`src/hw/rtl/dmd_pkg.sv`:
```
// shared types, constants and month length function for the date subtractor
package dmd_pkg;

    localparam int unsigned YEAR_W   = 14;
    localparam int unsigned MONTH_W  = 4;
    localparam int unsigned DAY_W    = 5;
    localparam int unsigned COUNT_W  = 16;
    localparam int unsigned STATUS_W = 2;

    localparam logic [MONTH_W-1:0] MONTHS_PER_YEAR = 4'd12;
    localparam logic [DAY_W-1:0]   DECEMBER_DAYS   = 5'd31;
    localparam logic [YEAR_W-1:0]  LEAP_CYCLE      = 14'd400;
    localparam logic [YEAR_W-1:0]  CENTURY_1       = 14'd100;
    localparam logic [YEAR_W-1:0]  CENTURY_2       = 14'd200;
    localparam logic [YEAR_W-1:0]  CENTURY_3       = 14'd300;

    localparam logic [STATUS_W-1:0] STATUS_OK        = 2'd0;
    localparam logic [STATUS_W-1:0] STATUS_BAD_DATE  = 2'd1;
    localparam logic [STATUS_W-1:0] STATUS_UNDERFLOW = 2'd2;

    typedef enum logic [2:0] {
        ST_IDLE   = 3'b001,
        ST_REDUCE = 3'b010,
        ST_WALK   = 3'b100
    } state_t;

    function automatic logic [DAY_W-1:0] month_len(input logic [MONTH_W-1:0] month,
                                                    input logic leap);
        logic [DAY_W-1:0] len;
        begin
            case (month) inside
                4'd2:
                begin
                    len = leap ? 5'd29 : 5'd28;
                end
                4'd4, 4'd6, 4'd9, 4'd11:
                begin
                    len = 5'd30;
                end
                default:
                begin
                    len = 5'd31;
                end
            endcase
            return len;
        end
    endfunction

endpackage

```
`src/hw/rtl/dmd_sub.sv`:
```
// shared subtract and compare unit of the date subtractor
module dmd_sub (
    input  logic [dmd_pkg::COUNT_W-1:0] a,
    input  logic [dmd_pkg::COUNT_W-1:0] b,
    output logic [dmd_pkg::COUNT_W-1:0] diff,
    output logic                        borrow
);

    logic [dmd_pkg::COUNT_W:0] wide;

    assign wide   = {1'b0, a} - {1'b0, b};
    assign diff   = wide[dmd_pkg::COUNT_W-1:0];
    assign borrow = wide[dmd_pkg::COUNT_W];

endmodule

```
`src/hw/rtl/date_minus_days.sv`:
```
// date subtractor top level: sequencer, date registers and result beat
// A start beat is taken when start is high and busy is low. A bad start date
// gives its result in the cycle after acceptance. Otherwise the year is first
// reduced modulo 400 by repeated subtraction. Then the walk steps back one
// month at a time, takes one more step when days are left over inside a
// month, and one final step; both phases share one 16-bit subtractor. The
// result beat shows on done the cycle after that and lasts exactly one cycle;
// it cannot be held off, and a new start may be taken in that same cycle.
module date_minus_days (
    input  logic        clk,
    input  logic        rst_n,
    input  logic        start,
    input  logic [13:0] start_year,
    input  logic [6:0]  start_month,
    input  logic [6:0]  start_day,
    input  logic [15:0] days_back,
    output logic        busy,
    output logic        done,
    output logic [13:0] result_year,
    output logic [3:0]  result_month,
    output logic [4:0]  result_day,
    output logic [1:0]  status
);

    dmd_pkg::state_t state_reg, state_next;

    logic [dmd_pkg::YEAR_W-1:0]   year_reg, year_next;
    logic [dmd_pkg::MONTH_W-1:0]  month_reg, month_next;
    logic [dmd_pkg::DAY_W-1:0]    day_reg, day_next;
    logic [dmd_pkg::COUNT_W-1:0]  left_reg, left_next;
    logic [dmd_pkg::YEAR_W-1:0]   mod_reg, mod_next;

    logic                         done_reg, done_next;
    logic [dmd_pkg::YEAR_W-1:0]   res_year_reg, res_year_next;
    logic [dmd_pkg::MONTH_W-1:0]  res_month_reg, res_month_next;
    logic [dmd_pkg::DAY_W-1:0]    res_day_reg, res_day_next;
    logic [dmd_pkg::STATUS_W-1:0] res_status_reg, res_status_next;

    logic [dmd_pkg::COUNT_W-1:0]  sub_a, sub_b, sub_diff;
    logic                         sub_borrow;
    logic                         accept;
    logic                         date_ok;
    logic                         leap;
    logic [dmd_pkg::MONTH_W-1:0]  month_dec;

    dmd_sub u_sub (
        .a      (sub_a),
        .b      (sub_b),
        .diff   (sub_diff),
        .borrow (sub_borrow)
    );

    assign accept  = start && !busy;
    assign date_ok = (start_year != 14'd0) && (start_month != 7'd0) &&
                     (start_month <= 7'd12) && (start_day != 7'd0) &&
                     (start_day <= 7'd31);

    assign leap = (year_reg[1:0] == 2'b00) &&
                  !((mod_reg == dmd_pkg::CENTURY_1) || (mod_reg == dmd_pkg::CENTURY_2) ||
                    (mod_reg == dmd_pkg::CENTURY_3));
    assign month_dec = month_reg - 4'd1;

    // shared unit operands
    always_comb
    begin
        if (state_reg == dmd_pkg::ST_REDUCE)
        begin
            sub_a = {2'b00, mod_reg};
            sub_b = {2'b00, dmd_pkg::LEAP_CYCLE};
        end
        else
        begin
            sub_a = left_reg;
            sub_b = {11'd0, day_reg};
        end
    end

    always_comb
    begin
        state_next      = state_reg;
        year_next       = year_reg;
        month_next      = month_reg;
        day_next        = day_reg;
        left_next       = left_reg;
        mod_next        = mod_reg;
        done_next       = 1'b0;
        res_year_next   = res_year_reg;
        res_month_next  = res_month_reg;
        res_day_next    = res_day_reg;
        res_status_next = res_status_reg;

        case (state_reg)
            dmd_pkg::ST_IDLE:
            begin
                if (accept)
                begin
                    year_next  = start_year;
                    month_next = start_month[3:0];
                    day_next   = start_day[4:0];
                    left_next  = days_back;
                    mod_next   = start_year;
                    if (date_ok)
                    begin
                        state_next = dmd_pkg::ST_REDUCE;
                    end
                    else
                    begin
                        done_next       = 1'b1;
                        res_year_next   = '0;
                        res_month_next  = '0;
                        res_day_next    = '0;
                        res_status_next = dmd_pkg::STATUS_BAD_DATE;
                    end
                end
            end
            dmd_pkg::ST_REDUCE:
            begin
                if (!sub_borrow)
                begin
                    mod_next = sub_diff[dmd_pkg::YEAR_W-1:0];
                end
                else
                begin
                    state_next = dmd_pkg::ST_WALK;
                end
            end
            dmd_pkg::ST_WALK:
            begin
                if (left_reg == '0)
                begin
                    state_next      = dmd_pkg::ST_IDLE;
                    done_next       = 1'b1;
                    res_year_next   = year_reg;
                    res_month_next  = month_reg;
                    res_day_next    = day_reg;
                    res_status_next = dmd_pkg::STATUS_OK;
                end
                else if (!sub_borrow)
                begin
                    // whole month used up
                    left_next = sub_diff;
                    if (month_reg > 4'd1)
                    begin
                        month_next = month_dec;
                        day_next   = dmd_pkg::month_len(month_dec, leap);
                    end
                    else if (year_reg <= 14'd1)
                    begin
                        state_next      = dmd_pkg::ST_IDLE;
                        done_next       = 1'b1;
                        res_year_next   = '0;
                        res_month_next  = '0;
                        res_day_next    = '0;
                        res_status_next = dmd_pkg::STATUS_UNDERFLOW;
                    end
                    else
                    begin
                        year_next  = year_reg - 14'd1;
                        month_next = dmd_pkg::MONTHS_PER_YEAR;
                        day_next   = dmd_pkg::DECEMBER_DAYS;
                        mod_next   = (mod_reg == '0) ? (dmd_pkg::LEAP_CYCLE - 14'd1)
                                                     : (mod_reg - 14'd1);
                    end
                end
                else
                begin
                    // remainder fits inside the current month
                    day_next  = day_reg - left_reg[dmd_pkg::DAY_W-1:0];
                    left_next = '0;
                end
            end
            default:
            begin
                state_next = dmd_pkg::ST_IDLE;
            end
        endcase
    end

    always_ff @(posedge clk or negedge rst_n)
    begin
        if (!rst_n)
        begin
            state_reg <= dmd_pkg::ST_IDLE;
            done_reg  <= 1'b0;
        end
        else
        begin
            state_reg <= state_next;
            done_reg  <= done_next;
        end
    end

    always_ff @(posedge clk)
    begin
        year_reg       <= year_next;
        month_reg      <= month_next;
        day_reg        <= day_next;
        left_reg       <= left_next;
        mod_reg        <= mod_next;
        res_year_reg   <= res_year_next;
        res_month_reg  <= res_month_next;
        res_day_reg    <= res_day_next;
        res_status_reg <= res_status_next;
    end

    assign busy         = (state_reg != dmd_pkg::ST_IDLE);
    assign done         = done_reg;
    assign result_year  = res_year_reg;
    assign result_month = res_month_reg;
    assign result_day   = res_day_reg;
    assign status       = res_status_reg;

    // a good result is a real date
    assert property (@(posedge clk) disable iff (!rst_n)
        (done && status == dmd_pkg::STATUS_OK) |->
            (result_month >= 4'd1 && result_month <= 4'd12 &&
             result_day >= 5'd1 && result_year != 14'd0))
        else $error("ok result beat carries an impossible date");

    // a failed result carries zeros
    assert property (@(posedge clk) disable iff (!rst_n)
        (done && status != dmd_pkg::STATUS_OK) |->
            (result_year == '0 && result_month == '0 && result_day == '0))
        else $error("failed result beat has non-zero date fields");

    // an accepted beat either starts work or finishes at once
    assert property (@(posedge clk) disable iff (!rst_n)
        accept |=> (busy || done))
        else $error("accepted beat was dropped");

    // no result beat while the sequencer was idle with nothing accepted
    assert property (@(posedge clk) disable iff (!rst_n)
        (!$past(busy) && !$past(accept)) |-> !done)
        else $error("result beat without work");

endmodule
```
`config.mk`:
```
export PLATFORM = sky130hd
export DESIGN_NAME = date_minus_days
export DESIGN_NICKNAME = d
export VERILOG_FILES = /design/src/hw/rtl/dmd_pkg.sv /design/src/hw/rtl/dmd_sub.sv /design/src/hw/rtl/date_minus_days.sv
export SDC_FILE = /design/constraint.sdc
export NUM_CORES = 1
export LEC_CHECK = 0
export BUFFER_PORTS_ARGS = -buffer_cell sky130_fd_sc_hd__buf_2
export CAP_MARGIN = 20
export CORE_ASPECT_RATIO = 0.7
export CORE_MARGIN = 2
export CORE_UTILIZATION = 60
export CTS_CLUSTER_DIAMETER = 30
export DETAILED_ROUTE_END_ITERATION = 8
export PLACE_DENSITY = 0.93
export SETUP_SLACK_MARGIN = 0.2
export SLEW_MARGIN = 20
export SYNTH_ARGS = -nofsm -noshare
export SYNTH_HDL_FRONTEND = slang
export SYNTH_SLANG_ARGS = --single-unit
export TNS_END_PERCENT = 1
```
`constraint.sdc`:
```
create_clock -name clk -period 13.4 [get_ports clk]
set_input_delay 2.01 -clock clk [delete_from_list [all_inputs] [get_ports clk]]
set_output_delay 2.01 -clock clk [all_outputs]
set_load 0.02 [all_outputs]
```
==> results.yml <==
synthesis:
  synth.cell_area_um2: 5360
  avgSynthCellArea_um2: 9.52
  synth_top_flop_cell: "edfxtp_1"
  async_reset_ff_share_pct: 4.88
  synth_top_area_share_pct: 43.7
  ys_warn_count: 0
  synthesis.nets: 630
  synth_cells: 563
  synth_edf_count: 78
  ys_top_cells_by_area: "edfxtp_1, nand2_1, xnor2_1"
  yosys.area.top_type: "edfxtp_1"
  ys_ff_latch: 82
  synth-seq-area-share_pct: 45.6
  yosysUniqueCellTypes: 66
global_routing:
  grt_use_total_pct: 31.1
  antenna_found_initial: 0
  grt_pass1_wl_mm: 23.0
  grt.overflow.total: 0
  grt_pass1_vias: 4459
  grt_max_degree: 65
setup_path:
  path_depth: 12
  r2r_slack_ns: 9.03
  rr_worst_depth: 12
  worstReg2RegStart: "state_reg[2]"
  cpMaxStageDelayCell: "o21ai_4"
  cp_cell_sequence: "or3b_1, buf_4, nor2_1, a21oi_1, ha_1, fa_1, nor2b_1, o31ai_4, a31o_2, and2_1, nand2b_1, o21ai_4"
  r2r_end: "result_year[10]"
  worstPathRequired_ns: 13.37
  worstSetupPathType: "register to register"
  cp.arrival_ns: 4.34
  worstSetupStartpointType: "register"
  cp_max_fo: 36
  endpoint_kind: "register"
  path_buf_inv: 1
  cpPeakStageDelay_ns: 0.75
  crit_family: "simple AND/OR/NAND/NOR gates"
die:
  coreArea_um2: 8550
  start_util_pct: 62.7
  die_area_um2: 9720
  die_w_um: 117
  placementRows: 28
  pin_count: 74
  die_h_um: 83.1
min_path:
  min_path_type: "register to register"
  min_delay_path_depth: 2
  whs_endpoint: "state_reg[0]"
  min_from: "state_reg[2]"
routing:
  ant_nets: 0
  drt-initial-drc-count: 642
  dr.pass1.iters: 6
  wl_per_cell_um: 19.4
  num_vias: 4865
  drc: 0
  vias_per_cell: 6.52
  wirelength_mm: 14.5
clock_tree:
  cts-resized-gates: 0
  cts_root_buffer: "clkbuf_16"
  clkTransAtPathRegs_ns: 0.06
  cts_tree: "yes"
  numCtsBuffers: 9
  clk_latency_ns: 0.34
  h-tree-depth: 3
  cts.sinks: 82
  post_cts_buffers: 0
  cts_hold_buffers: 0
  clockBufferDepth: 2
timing:
  tns_ns: 0
  fin_crit_sh_pct: 32.6
  finalSetupViolCount: 0
  period_minus_slack_ns: 4.37
  grt_setup_unrepaired: "false"
  finalClockSkew_ns: 0.00589
  slew_violations: 0
  slew_headroom_pct: 44.4
  tightest_slew_ns: 0.826
  max_freq_mhz: 229
  hold_violations: 0
power_and_ir_drop:
  cellLeakagePower_nw: 2.45
  irDropWorstVdd_mv: 0.130
  power_density_nw_per_um2: 198
status:
  status: "completed"
place:
  place.detailed.hpwl_mm: 10.3
  io_buffers: 73
  place_congestion: 0.955
final_layout:
  fin_util_pct: 71.7
  mostFrequentLayoutCell: "edfxtp_1"
  layout_common_cells: "edfxtp_1, nand2_1, buf_2, nor2_1, o21ai_0"
  drive_above_1_share_pct: 18.1
  area_delta_synth_final_pct: 14.3
  antennaDiodeCount: 0
  n_fill_cell: 617
  nets: 688
  largest_register_ffs: 16
job:
  drv_cap: 0
## Yosys cell counts (4+ instances only)
cell type	n
edfxtp_1	78
nand2_1	75
nor2_1	51
o21ai_0	47
xnor2_1	27
a21oi_1	25
inv_1	24
nor3_1	24
and3_1	20
ha_1	18
clkbuf_1	15
nor4_1	10
buf_2	9
xor2_1	8
a22o_1	7
buf_1	7
nand3_1	7
a211oi_1	6
mux2i_1	6
or3_1	6
or4_1	6
a31oi_1	5
o21ai_1	5
o221ai_1	5
a21o_1	4
nand2b_1	4
## routing by layer
metal	share of wire (%)	GRT usage (%)	wire, um	up-vias
met3	14	9.12	1990	54
met5	0	0	0	-
met2	43	44.4	6190	372
met1	41	45.2	5890	2244
met4	3.0	10.7	431	0
li1	-	-	-	2195
## worst min-delay path, stage by stage, from the launching register on
cell and delay (ns):
dfrtp_1 0.42, nor2_1 0.12, o21bai_1 0.08
## worst max-delay path by stage
stage,startpoint,endpoint,slack (ns)
floorplan,state_reg[0],result_day[0],7.69
global placement,state_reg[2],result_year[11],9.05
detailed placement,state_reg[2],result_year[11],8.75
CTS,state_reg[2],result_year[10],8.73
global route,state_reg[2],result_year[10],8.79
finish,state_reg[2],result_year[10],9.03
## kinds of logic (layout without fill, tap and decap cells)
group / after synthesis / after routing / synth area share, %
buffers and inverters: 56 / 119 / 4.27
adders and majority gates: 20 / 20 / 4.95
and+or+nand+nor: 223 / 223 / 20.3
xor gates and xnor gates: 35 / 35 / 5.72
muxes: 8 / 8 / 1.75
AOI/OAI and AO/OA: 139 / 139 / 17.4
DFF: 82 / 82 / 45.6
## stage by stage
| step | setup WS (ns) | hold WS (ns) | power, W | instances | instance area (um2) |
|---|---|---|---|---|---|
| finish | 9.03 | 0.630 | 0.00122 | 746 | 6130 |
| global route | 8.79 | 0.646 | 0.00127 | 746 | 6130 |
| CTS | 8.73 | 0.626 | 0.00120 | 746 | 6120 |
| detailed placement | 8.75 | 0.612 | 0.000920 | 730 | 5790 |
| global placement | 9.05 | 0.603 | 0.000899 | 730 | 5790 |
| floorplan | 7.69 | 0.562 | 0.000784 | 563 | 5360 |
## final cells by class
cell class                 instances  area (um2)  area share, %
clock buffer                       9         225           3.68
clock inverter                     7        98.8           1.61
inverter                          24        90.1           1.47
multi-input combinational        425        2710           44.2
sequential                        82        2440           39.9
tap                              120         150           2.45
timing repair buffer              79         410           6.70
## power breakdown
part	switching (W)	internal, W
logic	0.000298	0.000169
clock network	0.000106	0.000165
registers	0.0000958	0.000383
total	0.000499	0.000716
Note: power is estimated with default switching activity, not from simulation.
